### src/rtl/core/assert_macros.svh
// Assertion helpers for the RTL
`ifndef ASSERT_MACROS_SVH
`define ASSERT_MACROS_SVH

// Implication checked on every clock edge outside reset
`define ASSERT_IMPL(label, ante, cons, msg) \
  label: assert property (@(posedge clk) disable iff (rst) (ante) |-> (cons)) \
    else $error(msg);

// Next-cycle implication checked outside reset
`define ASSERT_NEXT(label, ante, cons, msg) \
  label: assert property (@(posedge clk) disable iff (rst) (ante) |=> (cons)) \
    else $error(msg);

`endif

### src/rtl/core/lfu_pkg.sv
`timescale 1ns / 1ps
`default_nettype none
package lfu_pkg;

  localparam int unsigned KEY_W = 32;
  localparam int unsigned CAP_W = 5;

  localparam logic REQ_GET = 1'b0;
  localparam logic REQ_PUT = 1'b1;

  typedef enum logic [2:0] {
    ST_IDLE,
    ST_SCAN,
    ST_EVICT,
    ST_INSERT,
    ST_UPDATE,
    ST_RESP
  } lfu_state_t;

  // Controller to datapath
  typedef struct packed {
    logic load_req;
    logic scan_start;
    logic scan_step;
    logic do_bump;
    logic do_evict;
    logic do_insert;
    logic fin_miss;
  } lfu_cmd_t;

  // Datapath to controller
  typedef struct packed {
    logic scan_done;
    logic found;
    logic is_put;
    logic need_evict;
    logic can_insert;
  } lfu_stat_t;

endpackage
`default_nettype wire

### src/rtl/core/lfu_if.sv
`timescale 1ns / 1ps
`default_nettype none
interface lfu_req_if;
  logic        valid;
  logic        ready;
  logic        req_type;
  logic [31:0] req_key;
  logic [31:0] req_value;
  modport source (output valid, req_type, req_key, req_value, input ready);
  modport sink (input valid, req_type, req_key, req_value, output ready);
endinterface

interface lfu_rsp_if;
  logic        valid;
  logic        ready;
  logic        hit;
  logic [31:0] read_value;
  logic        stored;
  logic        evicted;
  logic [31:0] evicted_key;
  modport source (output valid, hit, read_value, stored, evicted, evicted_key,
                  input ready);
  modport sink (input valid, hit, read_value, stored, evicted, evicted_key,
                output ready);
endinterface
`default_nettype wire

### src/rtl/core/lfu_ctrl.sv
`timescale 1ns / 1ps
`default_nettype none
module lfu_ctrl import lfu_pkg::*; (
  input  wire logic       clk,
  input  wire logic       rst,
  input  wire logic       in_valid,
  output logic            in_ready,
  output logic            out_valid,
  input  wire logic       out_ready,
  input  wire lfu_stat_t  stat,
  output lfu_cmd_t        cmd,
  output lfu_state_t      state_o
);

  lfu_state_t state, state_next;

  always_ff @(posedge clk) begin
    if (rst) state <= ST_IDLE;
    else     state <= state_next;
  end

  assign state_o = state;

  // Sequencing: scan, then evict/insert or bump (a get miss skips both), then respond
  always_comb begin
    state_next = state;
    cmd        = '0;
    in_ready   = 1'b0;
    out_valid  = 1'b0;
    unique case (state)
      ST_IDLE: begin
        in_ready = 1'b1;
        if (in_valid) begin
          cmd.load_req   = 1'b1;
          cmd.scan_start = 1'b1;
          state_next     = ST_SCAN;
        end
      end
      ST_SCAN: begin
        if (!stat.scan_done) begin
          cmd.scan_step = 1'b1;
        end else if (stat.found) begin
          state_next = ST_UPDATE;
        end else if (!stat.is_put) begin
          cmd.fin_miss = 1'b1;
          state_next   = ST_RESP;
        end else if (stat.need_evict) begin
          state_next = ST_EVICT;
        end else begin
          state_next = ST_INSERT;
        end
      end
      ST_EVICT: begin
        cmd.do_evict = 1'b1;
        state_next   = ST_INSERT;
      end
      ST_INSERT: begin
        // no room left: result keeps stored low
        if (stat.can_insert) cmd.do_insert = 1'b1;
        state_next = ST_RESP;
      end
      ST_UPDATE: begin
        cmd.do_bump = 1'b1;
        state_next  = ST_RESP;
      end
      ST_RESP: begin
        out_valid = 1'b1;
        if (out_ready) state_next = ST_IDLE;
      end
      default: state_next = ST_IDLE;
    endcase
  end

endmodule
`default_nettype wire

### src/rtl/core/lfu_dp.sv
`timescale 1ns / 1ps
`default_nettype none
module lfu_dp import lfu_pkg::*; #(
  parameter int unsigned TABLE_DEPTH = 16,
  parameter int unsigned COUNT_WIDTH = 32
) (
  input  wire logic             clk,
  input  wire logic             rst,
  input  wire lfu_cmd_t         cmd,
  output lfu_stat_t             stat,
  input  wire logic             cap_we,
  input  wire logic [CAP_W-1:0] cap_wdata,
  input  wire logic             req_type,
  input  wire logic [31:0]      req_key,
  input  wire logic [31:0]      req_value,
  output logic                  hit,
  output logic [31:0]           read_value,
  output logic                  stored,
  output logic                  evicted,
  output logic [31:0]           evicted_key,
  output logic [$clog2(TABLE_DEPTH+1)-1:0] occ_o
);

  localparam int unsigned IW = (TABLE_DEPTH > 1) ? $clog2(TABLE_DEPTH) : 1;
  localparam int unsigned RW = IW;
  localparam int unsigned OW = $clog2(TABLE_DEPTH + 1);
  localparam logic [COUNT_WIDTH-1:0] CNT_MAX = '1;
  localparam logic [OW:0] DEPTH_V = (OW+1)'(TABLE_DEPTH);

  // Per-entry registers; each bit and rank is updated in parallel
  logic [TABLE_DEPTH-1:0] vld;
  logic [KEY_W-1:0]       ekey [TABLE_DEPTH];
  logic [31:0]            edat [TABLE_DEPTH];
  logic [COUNT_WIDTH-1:0] ecnt [TABLE_DEPTH];
  logic [RW-1:0]          erank[TABLE_DEPTH];
  logic [OW-1:0]          occ;
  logic [CAP_W-1:0]       cap;

  // Request and scan registers
  logic             r_put;
  logic [31:0]      r_key, r_val;
  logic [OW-1:0]    idx;
  logic             done, found, fslot_ok, vic_ok;
  logic [IW-1:0]    fidx, fslot, vidx;
  logic [COUNT_WIDTH-1:0] vcnt;
  logic [RW-1:0]    vrank;

  logic [IW-1:0]    ci;
  logic [OW:0]      cap_eff;

  assign ci      = idx[IW-1:0];
  assign cap_eff = ((OW+1)'(cap) > DEPTH_V) ? DEPTH_V : (OW+1)'(cap);
  assign occ_o   = occ;

  assign stat.scan_done  = done;
  assign stat.found      = found;
  assign stat.is_put     = r_put;
  assign stat.need_evict = ((OW+1)'(occ) + 1'b1 > cap_eff) && (occ != '0) && vic_ok;
  assign stat.can_insert = ((OW+1)'(occ) < cap_eff) && fslot_ok;

  always_ff @(posedge clk) begin
    if (rst) cap <= CAP_W'(16);
    else if (cap_we) cap <= cap_wdata;
  end

  // Scan one entry a cycle: key match, first free slot, victim
  always_ff @(posedge clk) begin
    if (cmd.load_req) begin
      r_put <= req_type;
      r_key <= req_key;
      r_val <= req_value;
    end
    if (cmd.scan_start) begin
      idx <= '0; done <= 1'b0; found <= 1'b0;
      fslot_ok <= 1'b0; vic_ok <= 1'b0;
    end else if (cmd.scan_step) begin
      if (vld[ci]) begin
        if (ekey[ci] == r_key && !found) begin
          found <= 1'b1; fidx <= ci;
        end
        if (!vic_ok || ecnt[ci] < vcnt || (ecnt[ci] == vcnt && erank[ci] > vrank)) begin
          vic_ok <= 1'b1; vidx <= ci; vcnt <= ecnt[ci]; vrank <= erank[ci];
        end
      end else if (!fslot_ok) begin
        fslot_ok <= 1'b1; fslot <= ci;
      end
      if (idx == OW'(TABLE_DEPTH - 1)) done <= 1'b1;
      else idx <= idx + 1'b1;
    end else if (cmd.do_evict) begin
      // freed victim slot becomes the free slot if there is none or it is lower
      if (!fslot_ok || vidx < fslot) begin
        fslot_ok <= 1'b1; fslot <= vidx;
      end
    end
  end

  // Table updates
  always_ff @(posedge clk) begin
    if (rst) begin
      vld <= '0;
      occ <= '0;
    end else if (cmd.do_bump) begin
      for (int i = 0; i < TABLE_DEPTH; i++)
        if (vld[i] && erank[i] < erank[fidx]) erank[i] <= erank[i] + 1'b1;
      erank[fidx] <= '0;
      if (ecnt[fidx] != CNT_MAX) ecnt[fidx] <= ecnt[fidx] + 1'b1;
      if (r_put) edat[fidx] <= r_val;
    end else if (cmd.do_evict) begin
      vld[vidx] <= 1'b0;
      for (int i = 0; i < TABLE_DEPTH; i++)
        if (vld[i] && erank[i] > vrank) erank[i] <= erank[i] - 1'b1;
      occ <= occ - 1'b1;
    end else if (cmd.do_insert) begin
      for (int i = 0; i < TABLE_DEPTH; i++)
        if (vld[i]) erank[i] <= erank[i] + 1'b1;
      vld[fslot]   <= 1'b1;
      ekey[fslot]  <= r_key;
      edat[fslot]  <= r_val;
      ecnt[fslot]  <= COUNT_WIDTH'(1);
      erank[fslot] <= '0;
      occ <= occ + 1'b1;
    end
  end

  // Result register
  always_ff @(posedge clk) begin
    if (cmd.load_req) begin
      hit <= 1'b0; read_value <= '0; stored <= 1'b0;
      evicted <= 1'b0; evicted_key <= '0;
    end else if (cmd.do_bump) begin
      hit <= 1'b1;
      stored <= r_put;
      read_value <= r_put ? 32'd0 : edat[fidx];
    end else if (cmd.fin_miss) begin
      read_value <= '1;
    end else if (cmd.do_evict) begin
      evicted <= 1'b1;
      evicted_key <= ekey[vidx];
    end else if (cmd.do_insert) begin
      stored <= 1'b1;
    end
  end

endmodule
`default_nettype wire

### src/rtl/core/lfu_cache_lru_tiebreak.sv
// Flow: after accept the datapath scans one entry per cycle. A get miss then
// goes to the result; a hit first takes an update step, a put miss an insert
// step, and a put miss at capacity an evict step followed by an insert step.
// A new request is accepted only once the result has been taken.
// Reset (rst, synchronous): table empty, capacity 16, controller idle.
`timescale 1ns / 1ps
`default_nettype none
`include "assert_macros.svh"
module lfu_cache_lru_tiebreak import lfu_pkg::*; #(
  parameter int unsigned TABLE_DEPTH = 16,
  parameter int unsigned COUNT_WIDTH = 32
) (
  input  wire logic             clk,
  input  wire logic             rst,
  lfu_req_if.sink               req,
  lfu_rsp_if.source             rsp,
  input  wire logic             cfg_we,
  input  wire logic [CAP_W-1:0] cfg_wdata
);

  lfu_cmd_t   cmd;
  lfu_stat_t  stat;
  lfu_state_t state;
  logic [$clog2(TABLE_DEPTH+1)-1:0] occ;

  lfu_ctrl u_ctrl (
    .clk, .rst,
    .in_valid (req.valid), .in_ready (req.ready),
    .out_valid(rsp.valid), .out_ready(rsp.ready),
    .stat, .cmd, .state_o(state)
  );

  lfu_dp #(.TABLE_DEPTH(TABLE_DEPTH), .COUNT_WIDTH(COUNT_WIDTH)) u_dp (
    .clk, .rst, .cmd, .stat,
    .cap_we(cfg_we), .cap_wdata(cfg_wdata),
    .req_type(req.req_type), .req_key(req.req_key), .req_value(req.req_value),
    .hit(rsp.hit), .read_value(rsp.read_value), .stored(rsp.stored),
    .evicted(rsp.evicted), .evicted_key(rsp.evicted_key),
    .occ_o(occ)
  );

  `ASSERT_IMPL(a_occ_bound, 1'b1, occ <= TABLE_DEPTH, "occupancy above depth")
  `ASSERT_IMPL(a_ready_idle, req.ready, !rsp.valid, "ready while result pending")
  `ASSERT_NEXT(a_evict_then_insert, state == ST_EVICT, state == ST_INSERT,
               "eviction not followed by insert step")
  `ASSERT_IMPL(a_get_no_store, rsp.valid && !rsp.hit && rsp.read_value == 32'hFFFFFFFF,
               !rsp.stored && !rsp.evicted, "get miss reports store")

endmodule
`default_nettype wire
### src/flat_wrapper.sv
// flat-port wrapper written by rule: the top's interface ports become plain ports
module lfu_cache_lru_tiebreak_flat import lfu_pkg::*;
#(
  parameter int unsigned TABLE_DEPTH = 16,
  parameter int unsigned COUNT_WIDTH = 32
)
  (clk, rst, cfg_we, cfg_wdata, req_valid, req_req_type, req_req_key, req_req_value, req_ready, rsp_valid, rsp_hit, rsp_read_value, rsp_stored, rsp_evicted, rsp_evicted_key, rsp_ready);
  lfu_req_if req_i ();
  lfu_rsp_if rsp_i ();
  input  wire logic clk;
  input  wire logic rst;
  input  wire logic cfg_we;
  input  wire logic [CAP_W-1:0] cfg_wdata;
  input wire logic [$bits(req_i.valid)-1:0] req_valid;
  input wire logic [$bits(req_i.req_type)-1:0] req_req_type;
  input wire logic [$bits(req_i.req_key)-1:0] req_req_key;
  input wire logic [$bits(req_i.req_value)-1:0] req_req_value;
  output wire logic [$bits(req_i.ready)-1:0] req_ready;
  output wire logic [$bits(rsp_i.valid)-1:0] rsp_valid;
  output wire logic [$bits(rsp_i.hit)-1:0] rsp_hit;
  output wire logic [$bits(rsp_i.read_value)-1:0] rsp_read_value;
  output wire logic [$bits(rsp_i.stored)-1:0] rsp_stored;
  output wire logic [$bits(rsp_i.evicted)-1:0] rsp_evicted;
  output wire logic [$bits(rsp_i.evicted_key)-1:0] rsp_evicted_key;
  input wire logic [$bits(rsp_i.ready)-1:0] rsp_ready;
  assign req_i.valid = req_valid;
  assign req_i.req_type = req_req_type;
  assign req_i.req_key = req_req_key;
  assign req_i.req_value = req_req_value;
  assign req_ready = req_i.ready;
  assign rsp_valid = rsp_i.valid;
  assign rsp_hit = rsp_i.hit;
  assign rsp_read_value = rsp_i.read_value;
  assign rsp_stored = rsp_i.stored;
  assign rsp_evicted = rsp_i.evicted;
  assign rsp_evicted_key = rsp_i.evicted_key;
  assign rsp_i.ready = rsp_ready;
  lfu_cache_lru_tiebreak #(.TABLE_DEPTH(TABLE_DEPTH), .COUNT_WIDTH(COUNT_WIDTH)) u_core (.clk(clk), .rst(rst), .req(req_i), .rsp(rsp_i), .cfg_we(cfg_we), .cfg_wdata(cfg_wdata));
endmodule
### config.mk
export PLATFORM = sky130hd
export DESIGN_NAME = lfu_cache_lru_tiebreak_flat
export DESIGN_NICKNAME = d
export VERILOG_FILES = /design/src/rtl/core/lfu_pkg.sv /design/src/rtl/core/lfu_if.sv /design/src/rtl/core/lfu_ctrl.sv /design/src/rtl/core/lfu_dp.sv /design/src/rtl/core/lfu_cache_lru_tiebreak.sv /design/src/flat_wrapper.sv
export VERILOG_INCLUDE_DIRS = /design/src /design/src/rtl/core
export SDC_FILE = /design/constraint.sdc
export NUM_CORES = 2
export LEC_CHECK = 0
export ABC_AREA = 0
export CAP_MARGIN = 0
export CORE_AREA = 5 5 380 382
export DETAILED_ROUTE_END_ITERATION = 7
export DIE_AREA = 0 0 385 387
export DONT_BUFFER_PORTS = 1
export PLACE_DENSITY_LB_ADDON = 0.15
export SLEW_MARGIN = 5
export SYNTH_ARGS = -nofsm -noshare
export SYNTH_HDL_FRONTEND = slang
export SYNTH_HIERARCHICAL = 1
export SYNTH_SLANG_ARGS = --single-unit
### constraint.sdc
create_clock -name clk -period 8.3 [get_ports clk]
set_input_delay 1.245 -clock clk [delete_from_list [all_inputs] [get_ports clk]]
set_output_delay 1.245 -clock clk [all_outputs]
set_load 0.05 [all_outputs]
==> impl_metrics.csv <==
group,metric,value,unit
cts,clk_pin_slew,60,ps
floorplan,core_area,141000,um2
sta,period_needed,5800,ps
sta,period_share,69.9,%
cts,clock_insertion_delay_worst_skew,830,ps
drt,drt-pass1-iter-count,6,
cts,numCtsBuffers,182,
worst_setup_path,critPathKind,"flop to flop",
sta,slew_headroom,23.0,%
finish,drive_above_1_share,25.4,%
global_routing,antenna_found_initial,13,
global_routing,globalRouteTotalUtil,27.7,%
yosys,synth.distinct_cells,79,
worst_hold_path,hold_start,"u_core/u_dp/idx[4]",
sta,worstMarginPinSlew,1160,ps
cts,ctsResizeCount,0,
worst_setup_path,required,9000,ps
yosys,synth_seq_cells,1826,
yosys,synth-seq-area-share,63.2,%
floorplan,ios,144,
finish,fillers,9306,
sta,finalHoldViolCount,0,
sta,setup_viol,0,
worst_setup_path,path_max_fanout,104,
yosys,yosysMostFrequentCell,"edfxtp_1",
worst_hold_path,min_to,"u_core/u_dp/idx[4]",
yosys,synth_edf_count,1649,
sta,fmax,172,MHz
worst_setup_path,r2r_setup_slack,2500,ps
cts,hold_buffers,0,
yosys,synth_top_area_share,59.0,%
sta,finalSetupTns,0,ps
cts,cts_root_buf,"clkbuf_16",
cts,clkSinkCount,1826,
finish,multi_input_area,29500,um2
yosys,ys.flop_type,"edfxtp_1",
worst_hold_path,hold-path-cell-count,2,
drt,via_per_inst,6.76,
global_routing,grt-ovfl-total,0,
worst_setup_path,critical_path.slowest_cell,"dfxtp_4",
worst_hold_path,hold_class,"flop to flop",
global_routing,grt_max_degree,113,
yosys,synth.area.top_cells,"edfxtp_1 (59%), mux4_2 (21%), dfxtp_1 (4.2%)",
yosys,syn_nets,4985,
placed_design,dp_hpwl,117000,um
pwr,ir_worst_vdd,0.208,mV
drt,drtAntennaViolNets,0,
finish,ff_latch_area,53100,um2
worst_setup_path,cp.arrival,6500,ps
finish,final_nets,5010,
sta,drv_slew,0,
floorplan,rows,138,
worst_setup_path,end_kind,"flop",
drt,wire_per_inst,30.3,um
run,drv_cap,0,
global_routing,grt_pass1_wl,304000,um
floorplan,die_area,149000,um2
cts,htree_levels,4,
cts,post-cts-setup-buffers,0,
floorplan,fp.dieH,387,um
sta,skew,55.0,ps
pwr,powerDensity,236,nW/um2
cts,cts_tree,"done",
drt,dr_total_vias,45813,
floorplan,die_w,385,um
placed_design,gp_congestion,0.825,
pwr,power_leakage,30.0,nW
finish,instances_no_fill,6774,
finish,synthToLayoutAreaGrowth,9.92,%
placed_design,dp.cells,6432,
yosys,synth_top_cell_by_area,"edfxtp_1",
placed_design,io_buffers,0,
drt,routed_wl,205000,um
yosys,synth-warning-count,6,
drt,dr.first_iter.drc_count,4965,
worst_setup_path,worstPathCellList,"buf_12 -> buf_12 -> mux4_2 -> mux2i_1 -> xnor2_1 -> o41ai_1 -> nand4_1 -> nor2_1 -> nand4_1 -> mux2_2",
pwr,finalPower,21.8,mW
worst_setup_path,r2r_cells,10,
sta,rsz0062_at_grt,"false",
cts,clockBufferDepth,3,
finish,final_util,65.5,%
floorplan,initial_core_util,59.6,%
yosys,async_flop_share,0,%
yosys,synth_area_per_cell,17.8,um2
global_routing,grt_pass1_vias,46839,
worst_setup_path,crit_path_max_incr_delay,900,ps
yosys,synthTopCellsByCount,"edfxtp_1 (1649), mux4_2 (766), nor2_1 (334)",
drt,drc,0,
yosys,syn-cell-area,83900,um2
outcome,status,"completed",
worst_setup_path,cp-start-kind,"flop",
yosys,synth_cells,4701,
## where the power goes
| group | total (mW) | switching, mW | leakage [nW] | internal (mW) |
|---|---|---|---|---|
| combinational | 3.16 | 1.56 | 10.8 | 1.60 |
| sequential | 10.5 | 0.375 | 16.3 | 10.1 |
| clock | 8.12 | 3.50 | 2.87 | 4.61 |
| total | 21.8 | 5.44 | 30.0 | 16.3 |
## layout by cell type, fill, tap and decap left out, drive strengths merged, types with 13 or more instances in the layout
cell,synthesis,layout
nor2b,41,41
a221oi,13,13
or3,20,20
nor2,334,334
nor3,55,55
dfxtp,177,177
edfxtp,1649,1649
o21a,19,19
mux4,785,785
a21o,17,17
and2,15,15
buf,117,102
xnor2,48,48
ha,201,201
nand4,39,39
xor2,71,71
clkbuf,144,252
a211oi,27,27
nand3,41,41
a21boi,14,14
mux2i,71,71
mux2,20,20
nand3b,15,15
a21oi,204,204
clkinv,2,61
nand2,194,194
and3,20,20
nand2b,22,22
o21ai,91,91
inv,118,126
## sequential cells by signal, indices dropped and copies added, names as in the netlist, 3 cells and up, named ones only
register,cells
u_core/u_dp/read_value,32
u_core/u_dp/fidx,4
u_core/u_dp/vcnt,32
u_core/u_dp/fslot,4
u_core/u_dp/evicted_key,32
u_core/u_dp/edat,512
u_core/u_dp/ekey,512
u_core/u_dp/vrank,4
u_core/u_dp/occ_o,5
u_core/u_dp/erank,64
u_core/u_dp/r_key,32
u_core/u_dp/ecnt,512
u_core/u_ctrl/state_o,3
u_core/u_dp/r_val,32
u_core/u_dp/vld,16
u_core/u_dp/vidx,4
u_core/u_dp/cap,5
u_core/u_dp/idx,5
## cell families (layout without fill, tap and decap cells)
family                   after synthesis  in the layout  synth area share, %
flip-flops                          1826           1826                 63.2
multiplexers                         876            876                 22.3
XOR/XNOR                             119            119                 1.24
AO/OA/AOI/OAI                        471            471                 3.57
AND/OR/NAND/NOR                      819            819                 4.45
buffers and inverters                381            555                 2.03
other                                  0              9                    0
adder cells (fa/ha/maj)              209            209                 3.19
## worst max-delay path by stage
stage,end,slack [ps],cells past startpoint
floorplan,u_core/u_dp/vcnt[0],2190,19
global placement,flop,2620,10
detailed placement,flop,2610,10
CTS,flop,2590,10
global route,flop,2170,10
finish,flop,2500,10
## worst max-delay path: cells and delay by family (launching register included)
kind                      cells  cell delay (ps)
DFF                           1              900
xor gates and xnor gates      1              120
muxes                         3             1250
buffers and inverters         2             1150
AOI/OAI and AO/OA             1              900
and+or+nand+nor               3             1040
## routing by layer
layer | wire, um | vias to the layer above | global-route usage (%)
met1 | 81000 | 23954 | 39.4
met5 | 34 | - | 0
met2 | 99300 | 2174 | 43.9
met3 | 18500 | 392 | 5.83
met4 | 6560 | 6 | 9.01
li1 | - | 19287 | -
## cell type report
type / instances / share of cell area (%)
Antenna cell: 9 / 0.0244
Tap cell: 1890 / 2.56
Inverter: 120 / 0.494
Sequential cell: 1826 / 57.6
Clock buffer: 252 / 5.42
Multi-Input combinational cell: 2494 / 32.0
Clock inverter: 81 / 0.986
Timing Repair Buffer: 102 / 0.952
## metrics by stage
step / hold WS, ps / instance area [um2] / setup WS (ps)
6_report: 499 / 92200 / 2500
5_1_grt: 466 / 92200 / 2170
4_1_cts: 441 / 92200 / 2590
3_5_place_dp: 494 / 86300 / 2610
3_3_place_gp: 484 / 86300 / 2620
2_1_floorplan: 424 / 83900 / 2190
No activity file was read; power rests on OpenSTA's default activity.
